$ cat src/rtl/hrfh_pkg.sv
// ----------------------------------------------------------------------------
// hrfh_pkg
// Shared types and constants for the hex record to flash halfword converter.
// ----------------------------------------------------------------------------
package hrfh_pkg;

	typedef struct packed {
		logic [7:0] character;
		logic       record_start;
	} in_item_t;

	typedef struct packed {
		logic [31:0] flash_address;
		logic [15:0] halfword;
		logic        last_of_record;
	} out_item_t;

	localparam logic [15:0] BASE_HIGH_RESET = 16'h0800;
	localparam logic [9:0]  POS_MAX         = 10'd1023;
	localparam logic [9:0]  POS_TYPE        = 10'd8;
	localparam logic [9:0]  POS_DATA        = 10'd9;
	localparam logic [7:0]  CHAR_ZERO       = 8'd48;
	localparam logic [7:0]  CHAR_NINE       = 8'd57;
	localparam logic [7:0]  ALPHA_OFFSET    = 8'd55;

	function automatic logic [3:0] nibble_of(input logic [7:0] c);
		logic [7:0] d;
		begin
			if (c >= CHAR_ZERO && c <= CHAR_NINE) begin
				d = c - CHAR_ZERO;
			end else begin
				d = c - ALPHA_OFFSET;
			end
			nibble_of = d[3:0];
		end
	endfunction

endpackage

$ cat src/rtl/hrfh_parser.sv
// ----------------------------------------------------------------------------
// hrfh_parser
// Record parse state and per-character update; forms one halfword result.
// ----------------------------------------------------------------------------
module hrfh_parser (
	input  logic              clk,
	input  logic              arst_n,
	input  logic              advance,
	input  hrfh_pkg::in_item_t item,
	input  logic [15:0]       base_high,
	output logic              produced,
	output hrfh_pkg::out_item_t result
);
	import hrfh_pkg::*;

	logic [9:0]  char_position_q;
	logic [7:0]  byte_count_q;
	logic [15:0] load_offset_q;
	logic        is_data_record_q;
	logic [6:0]  halfword_index_q;
	logic [11:0] partial_nibbles_q;

	logic [9:0]  pos;
	logic        is_data;
	logic [6:0]  hw_idx;
	logic [11:0] partial;
	logic [3:0]  nib;
	logic [6:0]  total;
	logic [7:0]  hw_idx_inc;

	logic [9:0]  char_position_d;
	logic [7:0]  byte_count_d;
	logic [15:0] load_offset_d;
	logic        is_data_record_d;
	logic [6:0]  halfword_index_d;
	logic [11:0] partial_nibbles_d;

	always_comb begin
		pos        = item.record_start ? '0 : char_position_q;
		is_data    = item.record_start ? 1'b0 : is_data_record_q;
		hw_idx     = item.record_start ? '0 : halfword_index_q;
		partial    = item.record_start ? '0 : partial_nibbles_q;
		nib        = nibble_of(item.character);
		total      = byte_count_q[7:1];
		hw_idx_inc = {1'b0, hw_idx} + 8'd1;

		byte_count_d      = byte_count_q;
		load_offset_d     = load_offset_q;
		is_data_record_d  = is_data;
		halfword_index_d  = hw_idx;
		partial_nibbles_d = partial;
		produced          = 1'b0;

		result.flash_address  = {base_high, load_offset_q} + {24'd0, hw_idx, 1'b0};
		result.halfword       = {partial[3:0], nib, partial[11:8], partial[7:4]};
		result.last_of_record = (hw_idx_inc == {1'b0, total});

		priority if (pos == 10'd1 || pos == 10'd2) begin
			byte_count_d = {byte_count_q[3:0], nib};
		end else if (pos >= 10'd3 && pos <= 10'd6) begin
			load_offset_d = {load_offset_q[11:0], nib};
		end else if (pos == POS_TYPE) begin
			is_data_record_d  = (item.character == CHAR_ZERO);
			halfword_index_d  = '0;
			partial_nibbles_d = '0;
		end else if (pos >= POS_DATA && is_data) begin
			if (pos[1:0] != 2'd0) begin
				partial_nibbles_d = {partial[7:0], nib};
			end else begin
				if (hw_idx < total) begin
					produced         = 1'b1;
					halfword_index_d = hw_idx_inc[6:0];
				end
				partial_nibbles_d = '0;
			end
		end else begin
		end

		char_position_d = (pos < POS_MAX) ? pos + 10'd1 : pos;
	end

	always_ff @(posedge clk or negedge arst_n) begin
		if (!arst_n) begin
			char_position_q   <= '0;
			byte_count_q      <= '0;
			load_offset_q     <= '0;
			is_data_record_q  <= 1'b0;
			halfword_index_q  <= '0;
			partial_nibbles_q <= '0;
		end else if (advance) begin
			char_position_q   <= char_position_d;
			byte_count_q      <= byte_count_d;
			load_offset_q     <= load_offset_d;
			is_data_record_q  <= is_data_record_d;
			halfword_index_q  <= halfword_index_d;
			partial_nibbles_q <= partial_nibbles_d;
		end
	end

endmodule

$ cat src/rtl/hex_record_to_flash_halfwords_unit.sv
// ----------------------------------------------------------------------------
// hex_record_to_flash_halfwords_unit
// Streams hex record characters and emits addressed flash halfwords.
// ----------------------------------------------------------------------------
// path: a result passes from the input register through the parse stage into the result register
// throughput: one character per cycle while the output is not stalled, set by the
// single parse stage between the input register and the result register
// reset: parse state cleared, base_high back to 0x0800, both stages empty
module hex_record_to_flash_halfwords_unit (
	input  logic                clk,
	input  logic                arst_n,
	input  logic                in_valid,
	output logic                in_stall,
	input  hrfh_pkg::in_item_t  in_item,
	output logic                out_valid,
	input  logic                out_stall,
	output hrfh_pkg::out_item_t out_item,
	input  logic                cfg_valid,
	output logic                cfg_ready,
	input  logic [15:0]         cfg_data
);
	import hrfh_pkg::*;

	logic      [15:0] base_high_q;
	in_item_t         item_s1;
	logic             valid_s1;
	out_item_t        out_q;
	logic             out_valid_q;
	logic             advance;
	logic             produced;
	out_item_t        result;

	assign cfg_ready = 1'b1;
	assign advance   = valid_s1 && !(out_valid_q && out_stall);
	assign in_stall  = valid_s1 && out_valid_q && out_stall;
	assign out_valid = out_valid_q;
	assign out_item  = out_q;

	hrfh_parser u_parser (
		.clk      (clk),
		.arst_n   (arst_n),
		.advance  (advance),
		.item     (item_s1),
		.base_high(base_high_q),
		.produced (produced),
		.result   (result)
	);

	always_ff @(posedge clk or negedge arst_n) begin
		if (!arst_n) begin
			base_high_q <= BASE_HIGH_RESET;
		end else if (cfg_valid && cfg_ready) begin
			base_high_q <= cfg_data;
		end
	end

	always_ff @(posedge clk or negedge arst_n) begin
		if (!arst_n) begin
			valid_s1 <= 1'b0;
		end else if (!in_stall) begin
			valid_s1 <= in_valid;
		end
	end

	always_ff @(posedge clk) begin
		if (!in_stall && in_valid) begin
			item_s1 <= in_item;
		end
	end

	always_ff @(posedge clk or negedge arst_n) begin
		if (!arst_n) begin
			out_valid_q <= 1'b0;
		end else if (advance && produced) begin
			out_valid_q <= 1'b1;
		end else if (!out_stall) begin
			out_valid_q <= 1'b0;
		end
	end

	always_ff @(posedge clk) begin
		if (advance && produced) begin
			out_q <= result;
		end
	end

endmodule

$ cat config.mk
export PLATFORM = sky130hd
export DESIGN_NAME = hex_record_to_flash_halfwords_unit
export DESIGN_NICKNAME = d
export VERILOG_FILES = /design/src/rtl/hrfh_pkg.sv /design/src/rtl/hrfh_parser.sv /design/src/rtl/hex_record_to_flash_halfwords_unit.sv
export SDC_FILE = /design/constraint.sdc
export NUM_CORES = 1
export LEC_CHECK = 0
export BUFFER_PORTS_ARGS = -buffer_cell sky130_fd_sc_hd__buf_2
export CAP_MARGIN = 10
export CORE_MARGIN = 5
export CORE_UTILIZATION = 52
export DETAILED_ROUTE_END_ITERATION = 10
export PLACE_DENSITY = 0.87
export SYNTH_ARGS = -nofsm -noshare
export SYNTH_HDL_FRONTEND = slang
export SYNTH_SLANG_ARGS = --single-unit
$ cat constraint.sdc
create_clock -name clk -period 3.3 [get_ports clk]
set_input_delay 0.165 -clock clk [delete_from_list [all_inputs] [get_ports clk]]
set_output_delay 0.165 -clock clk [all_outputs]
set_load 0.1 [all_outputs]
# Word level (Yosys, flattened, before mapping)
# Cells that the tools add are included.
# op_classes
addsub,5
multipliers,0
div_mod_pow,0
n_lt_le_gt_ge,7
n_eq_ne,6
n_shift,0
n_mux,28
bitwise,1
reduce_logical,15
# op_table
operator,n
$mux 12,6
$mux 7,7
$add 32x8->32,1
$mux 10,2
$mux 1,12
$add 10x1->10 const B,1
$eq 10x1->1 const B,1
$eq 10x2->1 const B,1
$eq 10x4->1 const B,1
$ge 10x2->1 const B,1
$ge 10x4->1 const B,1
$le 10x3->1 const B,1
$lt 10x10->1 const B,1
$logic_and 1x1->1,9
$add 7x1->8 const B,1
$eq 8x6->1 const B,1
$eq 8x7->1,1
$ge 8x6->1 const B,1
$le 8x6->1 const B,1
$lt 7x7->1,1
$mux 4,1
$sub 4x1->4 const B,1
$sub 4x3->4 const B,1
$reduce_and 3->1,1
6 further kinds,7
# totals
regBits,130
latch_bits,0
ram_bits,0
mem_bits_ro,0
inputBits,30
word_cells,76
n_memories,0

# Logic depth before layout (Yosys ltp)
# Gate-level depths: netlist (run 1).
# depth
ltp_word,10
depth_mapped,13
mapped_depth_nobuf,11

# By module
# Synthesis (run 1) repeated with hierarchy kept, for this count alone.
# unflattened
hier_cells,550
hier_area_um2,6521.3
# modules_own_cells
mod,n_inst,cells_per_inst,area_per_inst_um2,seq_area_each_um2
hrfh_parser,1,445,4023.9,1351.3
hex_record_to_flash_halfwords_unit,1,105,2497.4,2193.4

# Least setup slack after synthesis (run 1)
# No wires, ideal clock.
# synth_timing
path_type,register -> register
start,register item_s1[0] in the netlist's numbering
end,register u_parser.halfword_index_q[0]
setup_ns,0.069
t_arrival_ns,3.384
required_time_ns,3.231
setup_slack_ns,-0.153
stages_incl_launch_ff,11
n_path_buf,2
synth_period_minus_slack_ns,3.453
path_cell_list,edfxtp_1 -> buf_6 -> clkbuf_1 -> nor2b_1 -> ha_1 -> a21oi_1 -> o21ai_0 -> a21oi_1 -> nand2b_1 -> inv_1 -> o221a_2
# synth_via
elab_chain_cells,8
# synth_rtl
item,line_no,source
from (decl),hex_record_to_flash_halfwords_unit.sv:25,in_item_t item_s1;
from (signal assigned),hex_record_to_flash_halfwords_unit.sv:67,item_s1 <= in_item;
$mux 7,hrfh_parser.sv:41,hw_idx = item.record_start ? '0 : halfword_index_q;
$add 7x1->8 or $lt 7x7->1 (tied branches),"hrfh_parser.sv:45, hrfh_parser.sv:70",
$mux 7,hrfh_parser.sv:70,if (hw_idx < total) begin
$mux 7,hrfh_parser.sv:67,if (pos[1:0] != 2'd0) begin
$mux 7,hrfh_parser.sv:66,end else if (pos >= POS_DATA && is_data) begin
$mux 7,hrfh_parser.sv:62,end else if (pos == POS_TYPE) begin
$mux 7,hrfh_parser.sv:60,end else if (pos >= 10'd3 && pos <= 10'd6) begin
$mux 7 (*),hrfh_parser.sv:58,priority if (pos == 10'd1 || pos == 10'd2) begin
to (signal assigned),hrfh_parser.sv:95,halfword_index_q <= halfword_index_d;
to (decl),hrfh_parser.sv:20,logic [6:0] halfword_index_q;
# Mark *: on every way between the ends. The rest lies on a longest branch, timed or not.
# A chain may end at the register's enable or synchronous reset.

==> results of run 1 <==
-- where the power goes --
group	leakage, uW	switching (uW)	internal, uW	total [uW]
sequential	0.00147	236	1910	2150
clock	0.000302	705	1340	2040
combinational	0.00158	416	388	804
total	0.00335	1360	3640	4990
-- kinds of logic (layout without fill, tap and decap cells) --
group,Yosys count,after routing,synth area share [%]
buffers and inverters,39,174,2.58
AOI/OAI and AO/OA,95,95,10.8
other,1,1,0.0595
DFF,130,130,56.3
and+or+nand+nor,163,163,13.7
adders and majority gates,22,22,4.37
muxes,37,37,6.58
xor gates and xnor gates,40,40,5.56
-- cell type report --
class / instances / area share [%]
Tap cell: 147 / 2.36
Multi-Input combinational cell: 358 / 33.2
Inverter: 23 / 1.15
Sequential cell: 130 / 45.4
Timing Repair Buffer: 119 / 9.71
Clock inverter: 14 / 2.71
Clock buffer: 18 / 5.50
-- registers in the layout, summed over array words and instances (netlist names) --
register / cells
base_high_q: 16
item_s1: 9
out_item: 49
out_valid: 1
u_parser.byte_count_q: 8
u_parser.char_position_q: 10
u_parser.halfword_index_q: 7
u_parser.is_data_record_q: 1
u_parser.load_offset_q: 16
u_parser.partial_nibbles_q: 12
valid_s1: 1
-- cell usage in the layout, fill, tap and decap left out, types with 4 or more instances in the layout --
master	netlist	layout
buf_2	4	80
dfrtp_1	71	71
edfxtp_1	58	58
nand2_1	39	39
mux2_2	35	35
xnor2_1	28	28
dlygate4sd3_1	0	26
o21ai_0	25	25
nor2_1	24	24
nor2b_1	22	22
ha_1	22	22
inv_1	22	21
clkbuf_16	0	17
a21oi_1	16	16
nor3_1	15	15
nand3_1	14	14
a22o_1	14	14
buf_4	1	13
xor2_1	12	12
and3_1	9	9
nor4_1	8	8
nand4_1	7	7
a31oi_1	5	5
bufinv_16	0	5
and4_1	4	4
nand2b_1	4	4
clkinvlp_4	0	4
-- worst max-delay path by stage --
stage / end / slack [ns] / cells after the start
after floorplan: u_parser.halfword_index_q[0] / 0.23 / 10
after global placement: out_item[27] / 0.49 / 10
after detailed placement: u_parser.halfword_index_q[2] / 0.32 / 12
after CTS: out_item[47] / 0.24 / 10
after global routing: out_item[47] / 0.01 / 10
final: out_item[41] / 0.17 / 10
-- through the flow --
stage	setup slack, ns	cells	util [%]
5_1_grt	0.0105	809	65.3
3_5_place_dp	0.324	751	57.8
2_1_floorplan	0.228	527	-
6_report	0.168	809	65.3
4_1_cts	0.243	809	65.3
3_3_place_gp	0.491	751	57.8
-- layer usage --
layer,vias up,global-route usage [%],wire [um]
met5,-,0,0
met3,35,5.42,911
met4,0,8.30,415
met2,196,34.5,7200
li1,2175,-,-
met1,2307,25.0,5710
-- critical path, cell delays in order (launching register included) --
cell	delay, ns
edfxtp_1	0.51
clkinv_1	0.22
nand2_1	0.15
inv_1	0.11
ha_1	0.22
nor2_1	0.07
o211ai_1	0.35
a2111oi_1	0.20
nor3_2	0.59
nand4_1	0.27
xnor2_1	0.19
==> reports/results.ini, run 1 <==
[pwr]
power_density_nw_per_um2 = 640
leakagePower_uw = 0.00335
power.total_uw = 4990
ir_drop_uv = 253

[cells_and_area]
syn2layout_area_growth_pct = 24.0
fill_cells = 818
finalInstanceArea_sq_um = 7810
final_nets = 701
drive_gt1_share_pct = 26.0
multiInputGateArea_sq_um = 2590
regArea_sq_um = 3540
antenna_cells = 0

[sta]
max_slew_margin_pct = 51.6
worst_pin_slew_ns = 0.719
fmax_mhz = 319
finalSetupViolations = 0
whs_ns = 0.0188
min_period_ns = 3.13
setup_tns_ns = 0
rsz0062_at_grt = no
final.setup_skew_ns = 0.00957
slew_viol_final = 0
fin_crit_sh_pct = 94.9
hold_viol = 0

[clocking]
cts_tree = built
path_clk_slew_ns = 0.06
htreeDepth = 4
cts_hold_buf = 26
clkLatencyLatePin_ns = 0.42
cts.path.max_buffers = 2
cts_root_buffer = clkbuf_16
post_cts_buffers = 0
cts_sinks = 130
cts_resized = 0
cts_buffers = 17

[critical_path]
regToRegEndpoint = out_item[41]
endpoint_kind = flop
critPathMaxFanout = 9
setup.worst_path.start = item_s1[0]
cp_data_required_time_ns = 3.46
rrSetupSlack_ns = 0.17
crit_type = reg2reg
reg2reg_depth = 10
r2r_start = item_s1[0]
critical_path_arrival_ns = 3.29
startpoint_type = flop

[global_routing]
antenna_found_initial = 0
grt_max_degree = 32
grt_pass1_wl_um = 23200
grt_pass1_vias = 4684
grtUsageTotal_pct = 20.5
gr-total-overflow = 0

[yosys]
synth_top_area_share_pct = 28.2
ys_seq_elements = 130
yosysMostFrequentCell = dfrtp_1
syn_inst = 527
synth_top_area_cell = dfrtp_1
synth_area_sq_um = 6300
ys.flop_type = dfrtp_1
synth-edff-count = 58
ys_types = 65
yosys-top-cells-count = dfrtp_1 (71), edfxtp_1 (58), nand2_1 (39)
syn_area_per_cell_sq_um = 12.0
synth_area_leaders = dfrtp_1 (28%), edfxtp_1 (28%), mux2_2 (6.3%)
yosysSeqAreaShare_pct = 56.3
async_flop_share_pct = 55.4
synth_fp_nets = 579
yosysWarnings = 0

[place]
io_buffer_count = 80
gp_congestion = 0.972
post-dp-hpwl_um = 9540
place_area_sq_um = 6910

[run]
cap_violations = 0

[drt]
drc = 0
firstDrtPassIters = 4
routed_wl_um = 14200
wl_per_cell_um = 17.6
dr.first_iter.drc_count = 380
viasPerCell = 5.83
ant_nets = 0
vias = 4713

[floorplanning]
initial_utilization_pct = 52.7
io_pins = 82
die_w_um = 120
core_sq_um = 12000
fp.dieH_um = 120
row_count = 40
die_area_sq_um = 14400

[hold_path]
worstHoldStart = cfg_data[12]
timing.hold.worst_path_depth = 2
min_path_type = in2reg
min_to = base_high_q[12]

[run_status]
status = finished clean

(Power assumes the default switching activity.)
==> inputs of run 2 (changes only) <==
Settings changed: ABC_AREA from default to 1, CORE_UTILIZATION 52 to 53, CTS_CLUSTER_DIAMETER from default to 80.
==> reports/results.ini, run 2 <==
[run_status]
status = finished clean

[place]
io_buffer_count = 80
post-dp-hpwl_um = 11800
gp_congestion = 0.919

[critical_path]
critical_path_buf_inv_count = 4
reg2reg_depth = 12
regToRegEndpoint = out_item[19]
critical_path_arrival_ns = 2.85
crit_type = reg2reg
cp_data_required_time_ns = 3.40
rrSetupSlack_ns = 0.55
critPathMaxFanout = 49
cp_top_family = simple AND/OR/NAND/NOR gates
endpoint_kind = flop
cp_common_cell = nor2_1
worstPathCellList = nor2_1 -> inv_1 -> ha_1 -> inv_2 -> nor2_1 -> nand2_1 -> nor2_1 -> nand2_2 -> inv_2 -> nand2_2 -> nor2_4 -> buf_12
cpMaxStageDelayCell = edfxtp_1
r2r_start = item_s1[0]
crit_path_max_incr_delay_ns = 0.56
startpoint_type = flop

[drt]
wl_met2_um = 9000
wl_met3_um = 1390
vias = 6175
firstDrtPassIters = 6
drc = 0
m1WireLength_um = 6710
top_layer = met4
ant_nets = 0
dr.first_iter.drc_count = 632
routed_wl_um = 17900
wl_per_cell_um = 15.8
viasPerCell = 5.43

[sta]
hold_viol = 0
max_slew_margin_pct = 42.6
finalSetupViolations = 0
rsz0062_at_grt = no
min_period_ns = 2.75
setup_tns_ns = 0
fin_crit_sh_pct = 83.2
fmax_mhz = 364
final.setup_skew_ns = 0.0126
slew_viol_final = 0
whs_ns = 0.0732
worst_pin_slew_ns = 0.862

[yosys]
async_flop_share_pct = 55.4
syn_inst = 835
synth_area_leaders = dfrtp_1 (25%), edfxtp_1 (24%), nand2_1 (12%)
synth-edff-count = 58
yosysSeqAreaShare_pct = 49.5
yosysWarnings = 0
synth_top_area_share_pct = 24.8
ys_types = 46
syn_area_per_cell_sq_um = 8.58
synth_area_sq_um = 7170
synth_fp_nets = 887
ys_seq_elements = 130
yosysMostFrequentCell = nand2_1
yosys-top-cells-count = nand2_1 (231), inv_1 (107), nor2_1 (76)
synth_top_area_cell = dfrtp_1
ys.flop_type = dfrtp_1

[cells_and_area]
postLayoutCoreUtil_pct = 65.0
syn2layout_area_growth_pct = 20.2
layout_commonest_cell = nand2_1
final_cell_mix = nand2_1 (231), inv_1 (107), buf_2 (80)
drive_gt1_share_pct = 18.8
antenna_cells = 0
final_nets = 1001
largest_register_ffs = 49

[global_routing]
gr-total-overflow = 0
grt_pass1_wl_um = 29400
grt_pass1_vias = 6045
grt_max_degree = 50
grtUsageTotal_pct = 23.2
antenna_found_initial = 0

[clocking]
cts_root_buffer = clkbuf_16
cts.path.max_buffers = 2
cts_sinks = 130
path_clk_slew_ns = 0.06
clkLatencyLatePin_ns = 0.43
post_cts_buffers = 0
htreeDepth = 4
cts_resized = 0
cts_hold_buf = 27
cts_buffers = 17
cts_tree = built

[floorplanning]
fp.dieH_um = 126
io_pins = 82
core_sq_um = 13200
die_area_sq_um = 15900
initial_utilization_pct = 54.1
row_count = 42
die_w_um = 126

[hold_path]
min_path_type = in2reg
timing.hold.worst_path_depth = 3
worstHoldStart = out_stall
min_to = out_valid

[pwr]
power.share.switching_pct = 30.3
power.switching_uw = 1510
combPwrFrac_pct = 17.6
ir_drop_uv = 328
p_seq_share_pct = 42.3
leakagePower_uw = 0.00405
p_int_uw = 3480
clkPwrFrac_pct = 40.1
power_density_nw_per_um2 = 579

[run]
cap_violations = 0

[run 2: changes by cell type in the layout (fill, tap and decap cells not counted), moves of 27 or more]
cell | previous run | this run
nand2_1 | 39 | 231
nand3_1 | 14 | 49
nor2_1 | 24 | 75
inv_1 | 21 | 107
mux2_2 | 35 | 2
xnor2_1 | 28 | 1
o21ai_1 | 0 | 30
[run 2: through the flow]
| step | total power [uW] | std cells | area (sq um) | worst slack (ns) |
|---|---|---|---|---|
| final | 4990 | 1138 | 8610 | 0.554 |
| after global routing | 5200 | 1138 | 8610 | 0.360 |
| after CTS | 4970 | 1138 | 8610 | 0.612 |
| after detailed placement | 2950 | 1079 | 7710 | 0.628 |
| after global placement | 2900 | 1079 | 7710 | 0.726 |
| after floorplan | 2690 | 835 | 7170 | 0.196 |
[run 2: worst max-delay path by stage]
| stage | from | end | slack [ns] | depth (start not counted) |
|---|---|---|---|---|
| 4_1_cts | item_s1[0] | out_item[19] | 0.61 | 13 |
| 6_report | item_s1[0] | out_item[19] | 0.55 | 12 |
| 5_1_grt | item_s1[0] | out_item[22] | 0.36 | 12 |
| 3_5_place_dp | item_s1[0] | out_item[18] | 0.63 | 13 |
| 2_1_floorplan | out_valid | item_s1[0] | 0.20 | 5 |
| 3_3_place_gp | item_s1[0] | out_item[18] | 0.73 | 12 |
[run 2: routing by layer]
metal,global-route usage [%],up-vias
met5,0,-
met4,11.6,0
met3,5.63,81
met2,39.7,332
met1,27.2,2837
li1,-,2925
[run 2: kinds of logic after synthesis]
family	Yosys count	share of synthesized area [%]
flops	130	49.5
fa+ha+maj	22	3.84
xor+xnor	28	3.53
simple gates	421	26.9
compound gates	95	7.54
mux	2	0.314
other cells	1	0.0523
buf+inv	136	8.36
[run 2: power groups by stage]
stage               clock [uW]  combinational, uW  sequential (uW)
floorplan                    0                640             2050
global placement             0                782             2120
detailed placement           0                823             2120
CTS                       2010                863             2100
global route              2090                989             2120
finish                    2000                877             2110
[run 2: area by class of cell]
class | instances | area, sq um
multi-input combinational | 569 | 3030
tap | 176 | 220
sequential | 130 | 3540
clock inverter | 15 | 206
inverter | 116 | 443
fill | 994 | 4630
clock buffer | 17 | 425
timing repair buffer | 115 | 743
[run 2: worst reg2reg max path: cells and delay by family, from the launching register on]
family                   cells  cell delay, ns
adder cells (fa/ha/maj)      1            0.34
buffers and inverters        4            0.65
flip-flops                   1            0.56
AND/OR/NAND/NOR              7            0.85
